==> src/spsb_pkg.sv <==
`timescale 1ns / 1ps
// ---------------------------------------------------------------------------
// spsb_pkg: shared types and constants of the scaled sprite blitter
// Sizes, register indexes and the pipeline side-band record.
// ---------------------------------------------------------------------------
package spsb_pkg;

   localparam int TEXEL_DEPTH   = 4096;
   localparam int SCREEN_WIDTH  = 1024;
   localparam int SCREEN_HEIGHT = 768;

   localparam int TEXEL_AW = $clog2(TEXEL_DEPTH);
   localparam int CMP_W    = 18;   // wide enough for any address and the depth itself
   localparam int NUM_W    = 23;   // offset times texture size
   localparam int REM_W    = 24;
   localparam int Q_W      = 7;    // texel coordinate
   localparam int ADDR_W   = 14;   // row times width plus column

   typedef enum logic [2:0] {
      REG_SPRITE_LEFT    = 3'd0,
      REG_SPRITE_RIGHT   = 3'd1,
      REG_SPRITE_TOP     = 3'd2,
      REG_SPRITE_BOTTOM  = 3'd3,
      REG_TEXTURE_WIDTH  = 3'd4,
      REG_TEXTURE_HEIGHT = 3'd5,
      REG_BRIGHTNESS     = 3'd6
   } reg_index_type;

   localparam logic REQ_LOAD = 1'b0;
   localparam logic REQ_DRAW = 1'b1;

   typedef struct packed {
      logic        vld;
      logic        draw;
      logic        ok;
      logic [10:0] px;
      logic [10:0] py;
      logic [11:0] tidx;
      logic [31:0] tval;
   } meta_type;

   typedef struct packed {
      logic                adv;
      logic                we;
      logic                re;
      logic [TEXEL_AW-1:0] waddr;
      logic [TEXEL_AW-1:0] raddr;
   } mem_ctl_type;

endpackage

==> src/spsb_divider.sv <==
`timescale 1ns / 1ps
// ---------------------------------------------------------------------------
// spsb_divider: pipelined texel coordinate divider
// Restoring division, one quotient bit per stage, Q_W stages.
// ---------------------------------------------------------------------------
module spsb_divider
   import spsb_pkg::*;
(
   input  logic             clock,
   input  logic             adv,
   input  logic [NUM_W-1:0] num,
   input  logic [15:0]      den,
   output logic [Q_W-1:0]   quot
);

   logic [REM_W-1:0] rem_ff [Q_W];
   logic [REM_W-1:0] rem_in [Q_W];
   logic [Q_W-1:0]   q_ff   [Q_W];
   logic [Q_W-1:0]   q_in   [Q_W];
   logic [15:0]      den_ff [Q_W];
   logic [15:0]      den_in [Q_W];

   always_comb begin
      logic [REM_W-1:0] r;
      logic [Q_W-1:0]   q;
      logic [15:0]      d;
      logic [REM_W-1:0] sh;
      for (int i = 0; i < Q_W; i++) begin
         r  = (i == 0) ? REM_W'(num) : rem_ff[(i == 0) ? 0 : i - 1];
         q  = (i == 0) ? '0 : q_ff[(i == 0) ? 0 : i - 1];
         d  = (i == 0) ? den : den_ff[(i == 0) ? 0 : i - 1];
         sh = REM_W'(d) << (Q_W - 1 - i);
         if (r >= sh) begin
            r = r - sh;
            q[Q_W-1-i] = 1'b1;
         end
         rem_in[i] = r;
         q_in[i]   = q;
         den_in[i] = d;
      end
   end

   always_ff @(posedge clock) begin
      if (adv) begin
         for (int i = 0; i < Q_W; i++) begin
            rem_ff[i] <= rem_in[i];
            q_ff[i]   <= q_in[i];
            den_ff[i] <= den_in[i];
         end
      end
   end

   assign quot = q_ff[Q_W-1];

endmodule

==> config.mk <==
export PLATFORM = sky130hd
export DESIGN_NAME = spsb_divider
export DESIGN_NICKNAME = d
export VERILOG_FILES = /design/src/spsb_pkg.sv /design/src/spsb_divider.sv
export SDC_FILE = /design/constraint.sdc
export NUM_CORES = 1
export LEC_CHECK = 0
export BUFFER_PORTS_ARGS = -buffer_cell sky130_fd_sc_hd__clkbuf_2
export CORE_ASPECT_RATIO = 0.7
export CORE_MARGIN = 2
export CORE_UTILIZATION = 57
export CTS_CLUSTER_SIZE = 25
export DETAILED_ROUTE_END_ITERATION = 16
export PLACE_DENSITY_LB_ADDON = 0.1
export SLEW_MARGIN = 20
export SYNTH_ARGS = -nofsm -noshare
export SYNTH_HDL_FRONTEND = slang
export SYNTH_SLANG_ARGS = --single-unit
==> constraint.sdc <==
create_clock -name clock -period 2.7 [get_ports clock]
set_input_delay 0.135 -clock clock [delete_from_list [all_inputs] [get_ports clock]]
set_output_delay 0.135 -clock clock [all_outputs]
set_load 0.05 [all_outputs]
==> results.cfg <==
[run_status]
outcome = finished with violations
violations = setup timing

[final_layout]
final_common_cell = edfxtp_1
antenna_cells = 0
final_cell_mix = edfxtp_1, buf_4, inv_1
final_nets = 1759
drive_gt1_frac = 0.255
area_growth_pct = 26.1

[placement]
gp_congestion = 0.944
portBuffers = 47
post-place-ws_ns = -0.485
hpwl_microns = 22300

[floorplan]
start_util = 0.585
row_count = 49
core_sq_um = 25900
die_w_microns = 199
ios = 48
fp.dieArea_sq_um = 27900
fp.dieH_microns = 140

[synth]
synthFlopType = edfxtp_1
synth_cell_types = 78
synth_edf_count = 268
yosysWarnings = 0
syn_nets = 1482
synth-async-reset-ratio = 0
ys_ff_latch = 268
yosysSeqAreaShare = 0.531
syn_area_sq_um = 15100
syn_area_per_cell_sq_um = 11.4
synthCells = 1323

[sta]
fin_skew_ns = 0.0179
hold_ws_ns = 0.0166
min_period_ns = 2.85
hold_viol_final = 0
rsz0062_at_grt = true
finalMaxSlewViolations = 0
slew-limit-headroom = 0.544
fmax_mhz = 351
tightest_slew_ns = 0.684
setup_violations = 20
setup_slack_ns = -0.153
fin_crit_sh = 1.06

[worst_setup_path]
worstPathArrival_ns = 3.14
critPathKind = reg2reg
end_kind = flip-flop
cp_max_fo = 5
cp-start-kind = flip-flop
r2r_slack_ns = -0.15
reg2regPathDepth = 12
cp.required_ns = 2.99

[global_route]
grtUsageTotal = 0.219
antenna_found_initial = 0
grt_pass1_vias = 10624
grt_start_max_net_pins = 75
grt_pass1_wl_microns = 49200
gr-total-overflow = 0

[routing]
via_per_inst = 5.41
dr.pass1.iters = 5
post_drt_wl_per_cell_microns = 15.7
drtAntennaViolNets = 0
post-route-drc-count = 0
dr_total_vias = 10673
drt-total-wl_microns = 31100
drt-initial-drc-count = 509

[power_and_ir_drop]
power.density_nw_per_um2 = 877
peakVddDrop_mv = 0.497
finalPower_mw = 16.7
leakage_nw = 7.89

[clock_tree]
root_buffer = clkbuf_16
cts.sinks = 268
cts_tree = built
cts_buffer_depth = 3
cts-buffers-inserted = 28
h-tree-depth = 1
path_clk_slew_ns = 0.06
clk_latency_ns = 0.55

[hold_path]
hold_class = in2reg
hold_depth = 1

[run]
maxCapViolations = 0
==> power by group <==
group	total (mW)	leakage, nW	switching [mW]	internal, mW
clock	3.50	0.410	1.47	2.03
sequential	6.29	2.60	0.510	5.78
combinational	6.96	4.88	3.41	3.54
total	16.7	7.89	5.39	11.4
==> worst paths after layout <==
kind	from	to
setup / recovery	rem_ff[3][2]	rem_ff[4][12]
hold / removal	adv	den_ff[0][13]
hold reg to reg	q_ff[5][4]	q_ff[6][4]
setup reg to reg	rem_ff[3][2]	rem_ff[4][12]
==> stage by stage <==
| stage | cells | TNS, ns | instance area [sq um] | util |
|---|---|---|---|---|
| 2_1_floorplan | 1323 | -0.341 | 15200 | - |
| 3_3_place_gp | 1858 | -6.75 | 17000 | 0.657 |
| 3_5_place_dp | 1858 | -9.31 | 17000 | 0.657 |
| 4_1_cts | 1955 | -0.952 | 18500 | 0.715 |
| 5_1_grt | 1974 | -5.64 | 19100 | 0.738 |
| 6_report | 1974 | -2.32 | 19100 | 0.738 |
==> synthesized netlist by cell type, types with 12 or more instances <==
master / number / area, sq um
edfxtp_1: 268 / 8050
inv_1: 136 / 510
ha_1: 112 / 1400
a21oi_1: 102 / 510
nor2_1: 84 / 315
o21ai_0: 84 / 420
nand2_1: 83 / 312
xnor2_1: 54 / 473
a21o_1: 42 / 315
xor2_1: 39 / 342
nand3_1: 23 / 115
nor2b_1: 23 / 144
nor3_1: 19 / 95.1
mux2_2: 18 / 203
nand4_1: 17 / 106
o21a_1: 16 / 120
clkbuf_1: 14 / 52.6
nand2b_1: 14 / 87.6
buf_2: 12 / 60.1
==> sequential cells by signal, summed over array words and instances, names as in the netlist <==
register and cells:
q_ff 28, den_ff 96, rem_ff 144
==> kinds of logic (layout without fill, tap and decap cells) <==
group / after synthesis / in the layout / share of synthesized area
simple gates: 312 / 312 / 0.102
mux: 30 / 30 / 0.0246
buf+inv: 166 / 460 / 0.0431
fa+ha+maj: 118 / 118 / 0.100
compound gates: 336 / 336 / 0.144
flops: 268 / 268 / 0.531
xor+xnor: 93 / 93 / 0.0538
==> worst max-delay path, stage by stage (launching register included) <==
cell	delay, ns
edfxtp_1	0.40
inv_1	0.08
ha_2	0.18
inv_2	0.04
fa_2	0.34
a21oi_2	0.13
nor2b_1	0.06
a311o_1	0.29
a311oi_2	0.27
o21a_1	0.23
nor2_4	0.10
clkbuf_16	0.21
mux2_4	0.29
==> layout make-up <==
type	instances	area, sq um
clock buffers	34	744
clock inverters	13	87.6
fillers	1813	6770
inverters	137	514
multi-input cells	889	7040
flip-flops and latches	268	8050
well taps	357	447
repair buffers	276	2220
==> per-layer routing <==
metal | GRT usage | share of wire | vias to the layer above
met2 | 0.385 | 0.49 | 202
met1 | 0.276 | 0.45 | 5004
met4 | 0.0727 | 0.032 | 0
li1 | - | - | 5414
met5 | 0 | 0 | -
met3 | 0.0354 | 0.036 | 53
==> repair_timing <==
item | in CTS | in global routing
pin swaps | 13 | 34
hold buffers | 37 | 0
cloned | 2 | 1
setup endpoints to repair | 44 | 113
endpoints found under the hold margin | 37 | 0
buffers inserted | 12 | 20
gates resized for setup | 38 | 83
No activity file was read; power rests on OpenSTA's default activity.
