==> src/spsb_pkg.sv <==
`timescale 1ns / 1ps
// ---------------------------------------------------------------------------
// spsb_pkg: shared types and constants of the scaled sprite blitter
// Sizes, register indexes and the pipeline side-band record.
// ---------------------------------------------------------------------------
package spsb_pkg;

   localparam int TEXEL_DEPTH   = 4096;
   localparam int SCREEN_WIDTH  = 1024;
   localparam int SCREEN_HEIGHT = 768;

   localparam int TEXEL_AW = $clog2(TEXEL_DEPTH);
   localparam int CMP_W    = 18;   // wide enough for any address and the depth itself
   localparam int NUM_W    = 23;   // offset times texture size
   localparam int REM_W    = 24;
   localparam int Q_W      = 7;    // texel coordinate
   localparam int ADDR_W   = 14;   // row times width plus column

   typedef enum logic [2:0] {
      REG_SPRITE_LEFT    = 3'd0,
      REG_SPRITE_RIGHT   = 3'd1,
      REG_SPRITE_TOP     = 3'd2,
      REG_SPRITE_BOTTOM  = 3'd3,
      REG_TEXTURE_WIDTH  = 3'd4,
      REG_TEXTURE_HEIGHT = 3'd5,
      REG_BRIGHTNESS     = 3'd6
   } reg_index_type;

   localparam logic REQ_LOAD = 1'b0;
   localparam logic REQ_DRAW = 1'b1;

   typedef struct packed {
      logic        vld;
      logic        draw;
      logic        ok;
      logic [10:0] px;
      logic [10:0] py;
      logic [11:0] tidx;
      logic [31:0] tval;
   } meta_type;

   typedef struct packed {
      logic                adv;
      logic                we;
      logic                re;
      logic [TEXEL_AW-1:0] waddr;
      logic [TEXEL_AW-1:0] raddr;
   } mem_ctl_type;

endpackage

==> src/spsb_shade.sv <==
`timescale 1ns / 1ps
// ---------------------------------------------------------------------------
// spsb_shade: brightness scaler
// Scales each 8-bit channel by a Q1.8 factor with saturation.
// ---------------------------------------------------------------------------
module spsb_shade
   import spsb_pkg::*;
(
   input  logic [31:0] color,
   input  logic [8:0]  brightness,
   output logic [31:0] scaled
);

   always_comb begin
      logic [16:0] prod;
      for (int c = 0; c < 4; c++) begin
         prod = 17'(color[c*8 +: 8]) * 17'(brightness);
         scaled[c*8 +: 8] = prod[16] ? 8'hff : prod[15:8];
      end
   end

endmodule

==> config.mk <==
export PLATFORM = sky130hd
export DESIGN_NAME = spsb_shade
export DESIGN_NICKNAME = d
export VERILOG_FILES = /design/src/spsb_pkg.sv /design/src/spsb_shade.sv
export SDC_FILE = /design/constraint.sdc
export NUM_CORES = 1
export LEC_CHECK = 0
export BUFFER_PORTS_ARGS = -buffer_cell sky130_fd_sc_hd__buf_2
export CORE_UTILIZATION = 41
export DETAILED_ROUTE_END_ITERATION = 8
export PLACE_DENSITY_LB_ADDON = 0.15
export SYNTH_ARGS = -nofsm -noshare
export SYNTH_HDL_FRONTEND = slang
export SYNTH_SLANG_ARGS = --single-unit
==> constraint.sdc <==
create_clock -name vclk -period 8.84
set_input_delay 1.768 -clock vclk [all_inputs]
set_output_delay 1.768 -clock vclk [all_outputs]
set_load 0.05 [all_outputs]
==> metrics.txt, run 1 <==
# TYPE chip_impl_metric gauge
chip_impl_metric{name="place_congestion",unit=""} 0.771
chip_impl_metric{name="compound_gate_fraction_of_synth_area",unit="%"} 6.89
chip_impl_metric{name="io-pin-count",unit=""} 73
chip_impl_metric{name="cp_arrival",unit="ns"} 6.67
chip_impl_metric{name="final_net_count",unit=""} 1371
chip_impl_metric{name="drive_gt1_share",unit="%"} 8.75
chip_impl_metric{name="synth_fa_ha_area_share",unit="%"} 57.0
chip_impl_metric{name="synth.net_count",unit=""} 1319
chip_impl_metric{name="synth.yosys.warnings",unit=""} 0
chip_impl_metric{name="report.final.slew_viol_count",unit=""} 0
chip_impl_metric{name="cts_repair_resize_count",unit=""} 0
chip_impl_metric{name="timing.slew.headroom",unit="%"} 55.5
chip_impl_metric{name="timing.critical_path.fanout_max",unit=""} 32
chip_impl_metric{name="timing_hold_violations_final",unit=""} 0
chip_impl_metric{name="overflow",unit=""} 0
chip_impl_info{name="critical_path_capture_point_type",value="output pin"} 1
chip_impl_metric{name="total_die_area",unit="um2"} 21900
chip_impl_info{name="rsz0062_at_grt",value="false"} 1
chip_impl_metric{name="grt_max_degree",unit=""} 33
chip_impl_info{name="first_element_of_the_critical_path",value="brightness[3]"} 1
chip_impl_metric{name="route.vias.total",unit=""} 6627
chip_impl_metric{name="sequential_cell_count_of_the_final_layout",unit=""} 0
chip_impl_metric{name="multi_input_gate_area_in_the_final_layout",unit="um2"} 8000
chip_impl_metric{name="routedWlPerCell",unit="um"} 14.2
chip_impl_metric{name="n_fill_cell",unit=""} 2120
chip_impl_metric{name="antenna_left",unit=""} 0
chip_impl_metric{name="placement_rows",unit=""} 53
chip_impl_info{name="status",value="finished clean"} 1
chip_impl_info{name="synth_top_area_cell",value="sky130_fd_sc_hd__fa_1"} 1
chip_impl_metric{name="detailroute.wirelength.met3",unit="um"} 312
chip_impl_metric{name="final_min_period_over_clock_period",unit="%"} 95.4
chip_impl_info{name="combinational_family_with_the_most_area_after_synthesis",value="adder cells"} 1
chip_impl_metric{name="cts_post_setup_buffers_inserted",unit=""} 0
chip_impl_metric{name="worst-slew-pin-transition",unit="ns"} 0.667
chip_impl_metric{name="die_w",unit="um"} 148
chip_impl_info{name="synth_top_cells_by_count",value="sky130_fd_sc_hd__and2_1, sky130_fd_sc_hd__inv_1, sky130_fd_sc_hd__fa_1"} 1
chip_impl_metric{name="postSynthCellCount",unit=""} 978
chip_impl_metric{name="grt.total_usage",unit="%"} 18.1
chip_impl_metric{name="drt_pass1_iterations",unit=""} 4
chip_impl_metric{name="register_area",unit="um2"} 0
chip_impl_metric{name="final_tns_setup",unit="ns"} 0
chip_impl_info{name="crit_path_end",value="scaled[28]"} 1
chip_impl_info{name="type_of_the_most_critical_hold_path",value="in2out"} 1
chip_impl_metric{name="via_density_per_instance",unit=""} 5.07
chip_impl_metric{name="synth-seq-area-share",unit="%"} 0
chip_impl_info{name="critPathLaunchType",value="input pin"} 1
chip_impl_metric{name="cap_viol_max_count",unit=""} 0
chip_impl_metric{name="clock.fmax",unit="MHz"} 119
chip_impl_metric{name="syn2layout_area_growth",unit="%"} 7.36
chip_impl_metric{name="cts.hold.buffers_added",unit=""} 0
chip_impl_metric{name="antenna_violations_before_repair",unit=""} 1
chip_impl_info{name="critical_path_class",value="in2out"} 1
chip_impl_metric{name="wl",unit="um"} 18500
chip_impl_metric{name="timing.final.crit_period",unit="ns"} 8.44
chip_impl_metric{name="core_area",unit="um2"} 21000
chip_impl_metric{name="met2_wirelength",unit="um"} 9420
chip_impl_info{name="top_signal_layer_used",value="met4"} 1
chip_impl_info{name="yosys.cell_count.top_type",value="sky130_fd_sc_hd__and2_1"} 1
chip_impl_metric{name="drt-initial-drc-count",unit=""} 170
chip_impl_metric{name="place.detailed.hpwl",unit="um"} 15000
chip_impl_metric{name="grt_pass1_wl",unit="um"} 32600
chip_impl_metric{name="syn_avg_cell_area",unit="um2"} 8.94
chip_impl_metric{name="critical_path_required",unit="ns"} 7.07
chip_impl_metric{name="met1Wirelength",unit="um"} 8770
chip_impl_metric{name="min_path_cells",unit=""} 7
chip_impl_metric{name="start_util",unit="%"} 41.7
chip_impl_metric{name="floorplan.die.height",unit="um"} 148
chip_impl_metric{name="yosys-mux-area-fraction",unit="%"} 0
chip_impl_info{name="main_area_contributors_after_synthesis",value="sky130_fd_sc_hd__fa_1, sky130_fd_sc_hd__ha_1, sky130_fd_sc_hd__and2_1, sky130_fd_sc_hd__inv_1, sky130_fd_sc_hd__nand2_1"} 1
chip_impl_metric{name="n_clock_buffer",unit=""} 0
chip_impl_metric{name="route.detailed.drc",unit=""} 0
chip_impl_metric{name="area_fraction_in_and_or_nand_and_nor_cells_after_synthesis",unit="%"} 24.7
chip_impl_metric{name="ys_types",unit=""} 57
chip_impl_metric{name="share_of_the_synthesized_area_in_the_top_cell_type",unit="%"} 37.6
chip_impl_metric{name="hold_slack",unit="ns"} 4.53
chip_impl_metric{name="port-buffer-count",unit=""} 73
chip_impl_metric{name="synth_xor_xnor_area_share",unit="%"} 2.89
chip_impl_metric{name="syn-cell-area",unit="um2"} 8740
chip_impl_metric{name="finalSetupViolations",unit=""} 0
chip_impl_metric{name="grt_pass1_vias",unit=""} 6820
[layout by cell type, fill, tap and decap left out, drive strengths merged, types with 15 or more instances in the layout]
cell / n
and2: 237
inv: 166
nand2: 60
buf: 79
a21oi: 17
fa: 164
xor2: 16
ha: 136
a21o: 15
[cells by family (layout without fill, tap and decap cells)]
logic type | Yosys count | in the layout
AND/OR/NAND/NOR | 374 | 374
adder cells (fa/ha/maj) | 300 | 300
buffers and inverters | 195 | 245
AO/OA/AOI/OAI | 81 | 81
XOR/XNOR | 28 | 28
other | 0 | 3
[per-layer routing]
layer / up-vias / track usage [%]
met1: 3374 / 24.9
met4: 0 / 0.464
met2: 78 / 33.5
li1: 3171 / -
met3: 4 / 0.278
met5: - / 0
[per-stage QoR]
step	instance area [um2]	utilization [%]	setup slack, ns	cells
2_1_floorplan	8740	-	0.825	978
3_3_place_gp	9380	44.7	0.458	1303
3_5_place_dp	9380	44.7	0.402	1303
4_1_cts	9380	44.7	0.375	1303
5_1_grt	9380	44.7	0.103	1303
6_report	9380	44.8	0.404	1306
[cell type report]
type	count	area share [%]
tap	275	3.67
inverter	166	6.64
antenna	3	0.0800
multi-input combinational	783	85.2
timing repair buffer	79	4.37
[how the worst min path moves through the flow]
| stage | startpoint | slack (ns) | to |
|---|---|---|---|
| after global placement | color[8] | 4.56 | scaled[8] |
| after detailed placement | color[8] | 4.52 | scaled[8] |
| after global routing | color[24] | 4.65 | scaled[26] |
| final | color[8] | 4.53 | scaled[8] |
| after CTS | color[8] | 4.54 | scaled[8] |
| after floorplan | color[24] | 4.31 | scaled[26] |
[worst max-delay path: stages]
cell and delay [ns]:
sky130_fd_sc_hd__buf_2 0.52, sky130_fd_sc_hd__and2_1 0.24, sky130_fd_sc_hd__fa_1 0.44, sky130_fd_sc_hd__fa_1 0.46, sky130_fd_sc_hd__fa_1 0.51, sky130_fd_sc_hd__inv_1 0.05
sky130_fd_sc_hd__fa_1 0.47, sky130_fd_sc_hd__inv_1 0.04, sky130_fd_sc_hd__ha_1 0.32, sky130_fd_sc_hd__and4_1 0.25, sky130_fd_sc_hd__and2_1 0.16, sky130_fd_sc_hd__a31oi_1 0.20
sky130_fd_sc_hd__a21oi_1 0.20, sky130_fd_sc_hd__and4_1 0.25, sky130_fd_sc_hd__nor3_2 0.35, sky130_fd_sc_hd__o21bai_1 0.16, sky130_fd_sc_hd__buf_2 0.27
==> inputs of run 2 (changes only) <==
--- a/config.mk
+++ b/config.mk
@@ -5,9 +5,11 @@
 export SDC_FILE = /design/constraint.sdc
 export NUM_CORES = 1
 export LEC_CHECK = 0
+export ABC_AREA = 1
 export BUFFER_PORTS_ARGS = -buffer_cell sky130_fd_sc_hd__buf_2
 export CORE_UTILIZATION = 41
 export DETAILED_ROUTE_END_ITERATION = 8
+export MAX_ROUTING_LAYER = met4
 export PLACE_DENSITY_LB_ADDON = 0.15
 export SYNTH_ARGS = -nofsm -noshare
 export SYNTH_HDL_FRONTEND = slang
==> constraint.sdc (replaced) <==
create_clock -name vclk -period 7.1
set_input_delay 1.42 -clock vclk [all_inputs]
set_output_delay 1.42 -clock vclk [all_outputs]
set_load 0.05 [all_outputs]
==> run 2 against run 1 <==
First-iteration DRC count up 130%. Non-clock buffer count rose by 23. Flip-flop and latch count did not move. Critical endpoint is now scaled[29]. Worst hold slack lost 0.83 ns. Global-route usage is 1.3 points higher. Die area is 15% higher. Sequential share of layout area unchanged. Via count grew 32%. Core utilization rose by 0.35 points.
==> metrics.txt, run 2 <==
# TYPE chip_impl_metric gauge
chip_impl_info{name="status",value="finished clean"} 1
chip_impl_metric{name="register_area",unit="um2"} 0
chip_impl_metric{name="postSynthCellCount",unit=""} 1535
chip_impl_metric{name="core_area",unit="um2"} 24200
chip_impl_metric{name="place.detailed.hpwl",unit="um"} 19300
chip_impl_metric{name="clock.fmax",unit="MHz"} 147
chip_impl_metric{name="fraction_of_power_consumed_by_the_clock_network",unit="%"} 0
chip_impl_metric{name="critical_path_required",unit="ns"} 5.68
chip_impl_metric{name="drive_gt1_share",unit="%"} 8.05
chip_impl_metric{name="total_die_area",unit="um2"} 25300
chip_impl_info{name="slowest_stage",value="sky130_fd_sc_hd__fa_1"} 1
chip_impl_metric{name="use_met2",unit="%"} 34.5
chip_impl_metric{name="timing.final.crit_period",unit="ns"} 6.82
chip_impl_info{name="synth_top_area_cell",value="sky130_fd_sc_hd__fa_1"} 1
chip_impl_metric{name="cts_post_setup_buffers_inserted",unit=""} 0
chip_impl_metric{name="via_density_per_instance",unit=""} 4.59
chip_impl_metric{name="switchingPower",unit="W"} 0.00244
chip_impl_metric{name="share_of_the_synthesized_area_in_the_top_cell_type",unit="%"} 32.5
chip_impl_metric{name="antenna_violations_before_repair",unit=""} 2
chip_impl_info{name="hp-start",value="color[0]"} 1
chip_impl_metric{name="drt_pass1_iterations",unit=""} 8
chip_impl_info{name="crit_path_cell_chain",value="clkbuf_4, buf_12, nand2_1, fa_1, fa_1, inv_1, fa_1, fa_1, ha_1, nand2_1, inv_1, a21oi_1, nand2_2, nand2_1, nand3_1, nand2_4, nand3_1, buf_4"} 1
chip_impl_metric{name="synth.yosys.warnings",unit=""} 0
chip_impl_metric{name="cts.hold.buffers_added",unit=""} 0
chip_impl_metric{name="drt-initial-drc-count",unit=""} 392
chip_impl_metric{name="port-buffer-count",unit=""} 73
chip_impl_metric{name="timing.slew.headroom",unit="%"} 72.4
chip_impl_metric{name="power-per-cell-area",unit="nW/um2"} 328
chip_impl_metric{name="grt_pass1_wl",unit="um"} 41000
chip_impl_metric{name="ir_drop",unit="mV"} 0.450
chip_impl_info{name="main_area_contributors_after_synthesis",value="sky130_fd_sc_hd__fa_1, sky130_fd_sc_hd__inv_1, sky130_fd_sc_hd__nand2_1, sky130_fd_sc_hd__ha_1, sky130_fd_sc_hd__nand3_1"} 1
chip_impl_metric{name="n_fill_cell",unit=""} 2591
chip_impl_metric{name="cellLeakagePower",unit="nW"} 7.75
chip_impl_info{name="first_element_of_the_critical_path",value="brightness[5]"} 1
chip_impl_info{name="critPathLaunchType",value="input pin"} 1
chip_impl_metric{name="intPower",unit="W"} 0.00115
chip_impl_metric{name="start_util",unit="%"} 41.6
chip_impl_metric{name="cp_arrival",unit="ns"} 5.40
chip_impl_info{name="synth_top_cells_by_count",value="sky130_fd_sc_hd__inv_1, sky130_fd_sc_hd__nand2_1, sky130_fd_sc_hd__fa_1"} 1
chip_impl_metric{name="power.sequential.fraction",unit="%"} 0
chip_impl_metric{name="route.vias.total",unit=""} 8734
chip_impl_metric{name="worst-slew-pin-transition",unit="ns"} 0.413
chip_impl_metric{name="n_clock_buffer",unit=""} 0
chip_impl_metric{name="grt.met3_usage",unit="%"} 0.912
chip_impl_metric{name="ys_types",unit=""} 28
chip_impl_metric{name="floorplan.die.height",unit="um"} 159
chip_impl_info{name="globalRoute.busiestLayer",value="met2"} 1
chip_impl_metric{name="grt.total_usage",unit="%"} 19.4
chip_impl_info{name="yosys.cell_count.top_type",value="sky130_fd_sc_hd__inv_1"} 1
chip_impl_metric{name="finalSetupViolations",unit=""} 0
chip_impl_info{name="most-common-layout-cells",value="sky130_fd_sc_hd__inv_1, sky130_fd_sc_hd__nand2_1, sky130_fd_sc_hd__fa_1, sky130_fd_sc_hd__ha_1, sky130_fd_sc_hd__nand3_1"} 1
chip_impl_info{name="critical_path_capture_point_type",value="output pin"} 1
chip_impl_metric{name="final_min_period_over_clock_period",unit="%"} 96.1
chip_impl_metric{name="combPwrFrac",unit="%"} 100.0
chip_impl_metric{name="sw_frac_of_total",unit="%"} 68.0
chip_impl_metric{name="final_net_count",unit=""} 1921
chip_impl_info{name="final_common_cell",value="sky130_fd_sc_hd__inv_1"} 1
chip_impl_metric{name="place_congestion",unit=""} 0.882
chip_impl_metric{name="report.final.slew_viol_count",unit=""} 0
chip_impl_metric{name="gr-usage-met1",unit="%"} 25.7
chip_impl_metric{name="placement_rows",unit=""} 57
chip_impl_metric{name="routedWlPerCell",unit="um"} 11.7
chip_impl_metric{name="io-pin-count",unit=""} 73
chip_impl_metric{name="die_w",unit="um"} 159
chip_impl_metric{name="sequential_cell_count_of_the_final_layout",unit=""} 0
chip_impl_metric{name="grt_max_degree",unit=""} 27
chip_impl_metric{name="post-route-util",unit="%"} 45.1
chip_impl_metric{name="wl",unit="um"} 22300
chip_impl_metric{name="syn2layout_area_growth",unit="%"} 8.36
chip_impl_info{name="critical_path_class",value="in2out"} 1
chip_impl_metric{name="route.detailed.drc",unit=""} 0
chip_impl_metric{name="timing.critical_path.fanout_max",unit=""} 12
chip_impl_info{name="min_delay_worst_endpoint",value="scaled[0]"} 1
chip_impl_metric{name="overflow",unit=""} 0
chip_impl_metric{name="grt_pass1_vias",unit=""} 9050
chip_impl_metric{name="place_ws",unit="ns"} 0.0330
chip_impl_metric{name="cts_repair_resize_count",unit=""} 0
chip_impl_metric{name="syn-cell-area",unit="um2"} 10100
chip_impl_metric{name="cap_viol_max_count",unit=""} 0
chip_impl_info{name="worst_path_most_repeated_cell",value="sky130_fd_sc_hd__fa_1"} 1
chip_impl_info{name="type_of_the_most_critical_hold_path",value="in2out"} 1
chip_impl_metric{name="min_path_cells",unit=""} 8
chip_impl_metric{name="critical_path.max_stage_delay",unit="ns"} 0.55
chip_impl_metric{name="antenna_left",unit=""} 0
chip_impl_metric{name="synth-seq-area-share",unit="%"} 0
chip_impl_metric{name="fin_ws",unit="ns"} 0.276
chip_impl_metric{name="timing_hold_violations_final",unit=""} 0
chip_impl_metric{name="synth.net_count",unit=""} 1876
chip_impl_metric{name="syn_avg_cell_area",unit="um2"} 6.58
## run 2: power groups by stage
stage	sequential, W	combinational, W	clock, W
global route	0	0.00405	0.0000000000377
global placement	0	0.00353	0
CTS	0	0.00356	0
finish	0	0.00358	0.0000000000377
floorplan	0	0.00278	0
detailed placement	0	0.00354	0
## run 2: worst max path at each step
stage | to | slack, ns
2_1_floorplan | scaled[18] | 0.48
3_3_place_gp | scaled[29] | 0.13
3_5_place_dp | scaled[29] | 0.03
4_1_cts | scaled[29] | 0.03
5_1_grt | scaled[25] | -0.001
6_report | scaled[29] | 0.28
## run 2: per-layer routing
layer,vias to the layer above,routed length (um)
met5,-,0
met4,0,140
met3,13,692
met2,111,11000
met1,4125,10500
li1,4485,-
## run 2: cells by family (layout without fill, tap and decap cells)
logic type               Yosys count  after routing  share of synthesized area, %
AO/OA/AOI/OAI                     72             72                          4.16
buffers and inverters            538            581                          20.3
AND/OR/NAND/NOR                  614            614                          25.3
other                              0              2                             0
XOR/XNOR                          11             11                         0.954
adder cells (fa/ha/maj)          300            300                          49.4
## run 2: worst max-delay path: cells and delay by family
kind	cells	cell delay, ns
buffers and inverters	5	0.67
AOI/OAI and AO/OA	1	0.16
and+or+nand+nor	7	0.79
adders and majority gates	5	2.34
## run 2: final cells by class
cell class / count / area [um2] / area share, %
multi-input cells: 997 / 8060 / 73.6
inverters: 479 / 1800 / 16.4
repair buffers: 102 / 677 / 6.19
diodes: 2 / 5.00 / 0.0457
well taps: 324 / 405 / 3.70
## run 2: stage by stage
stage	cells	total power [W]	TNS [ns]	hold WS, ns	instance area [um2]
after global placement	1901	0.00353	0	3.73	10800
after floorplan	1535	0.00278	0	3.59	10100
after CTS	1901	0.00356	0	3.72	10800
after global routing	1904	0.00405	-0.00141	3.78	10900
after detailed placement	1901	0.00354	0	3.72	10800
final	1904	0.00358	0	3.71	10900
Power figures use the tool's default switching activity.
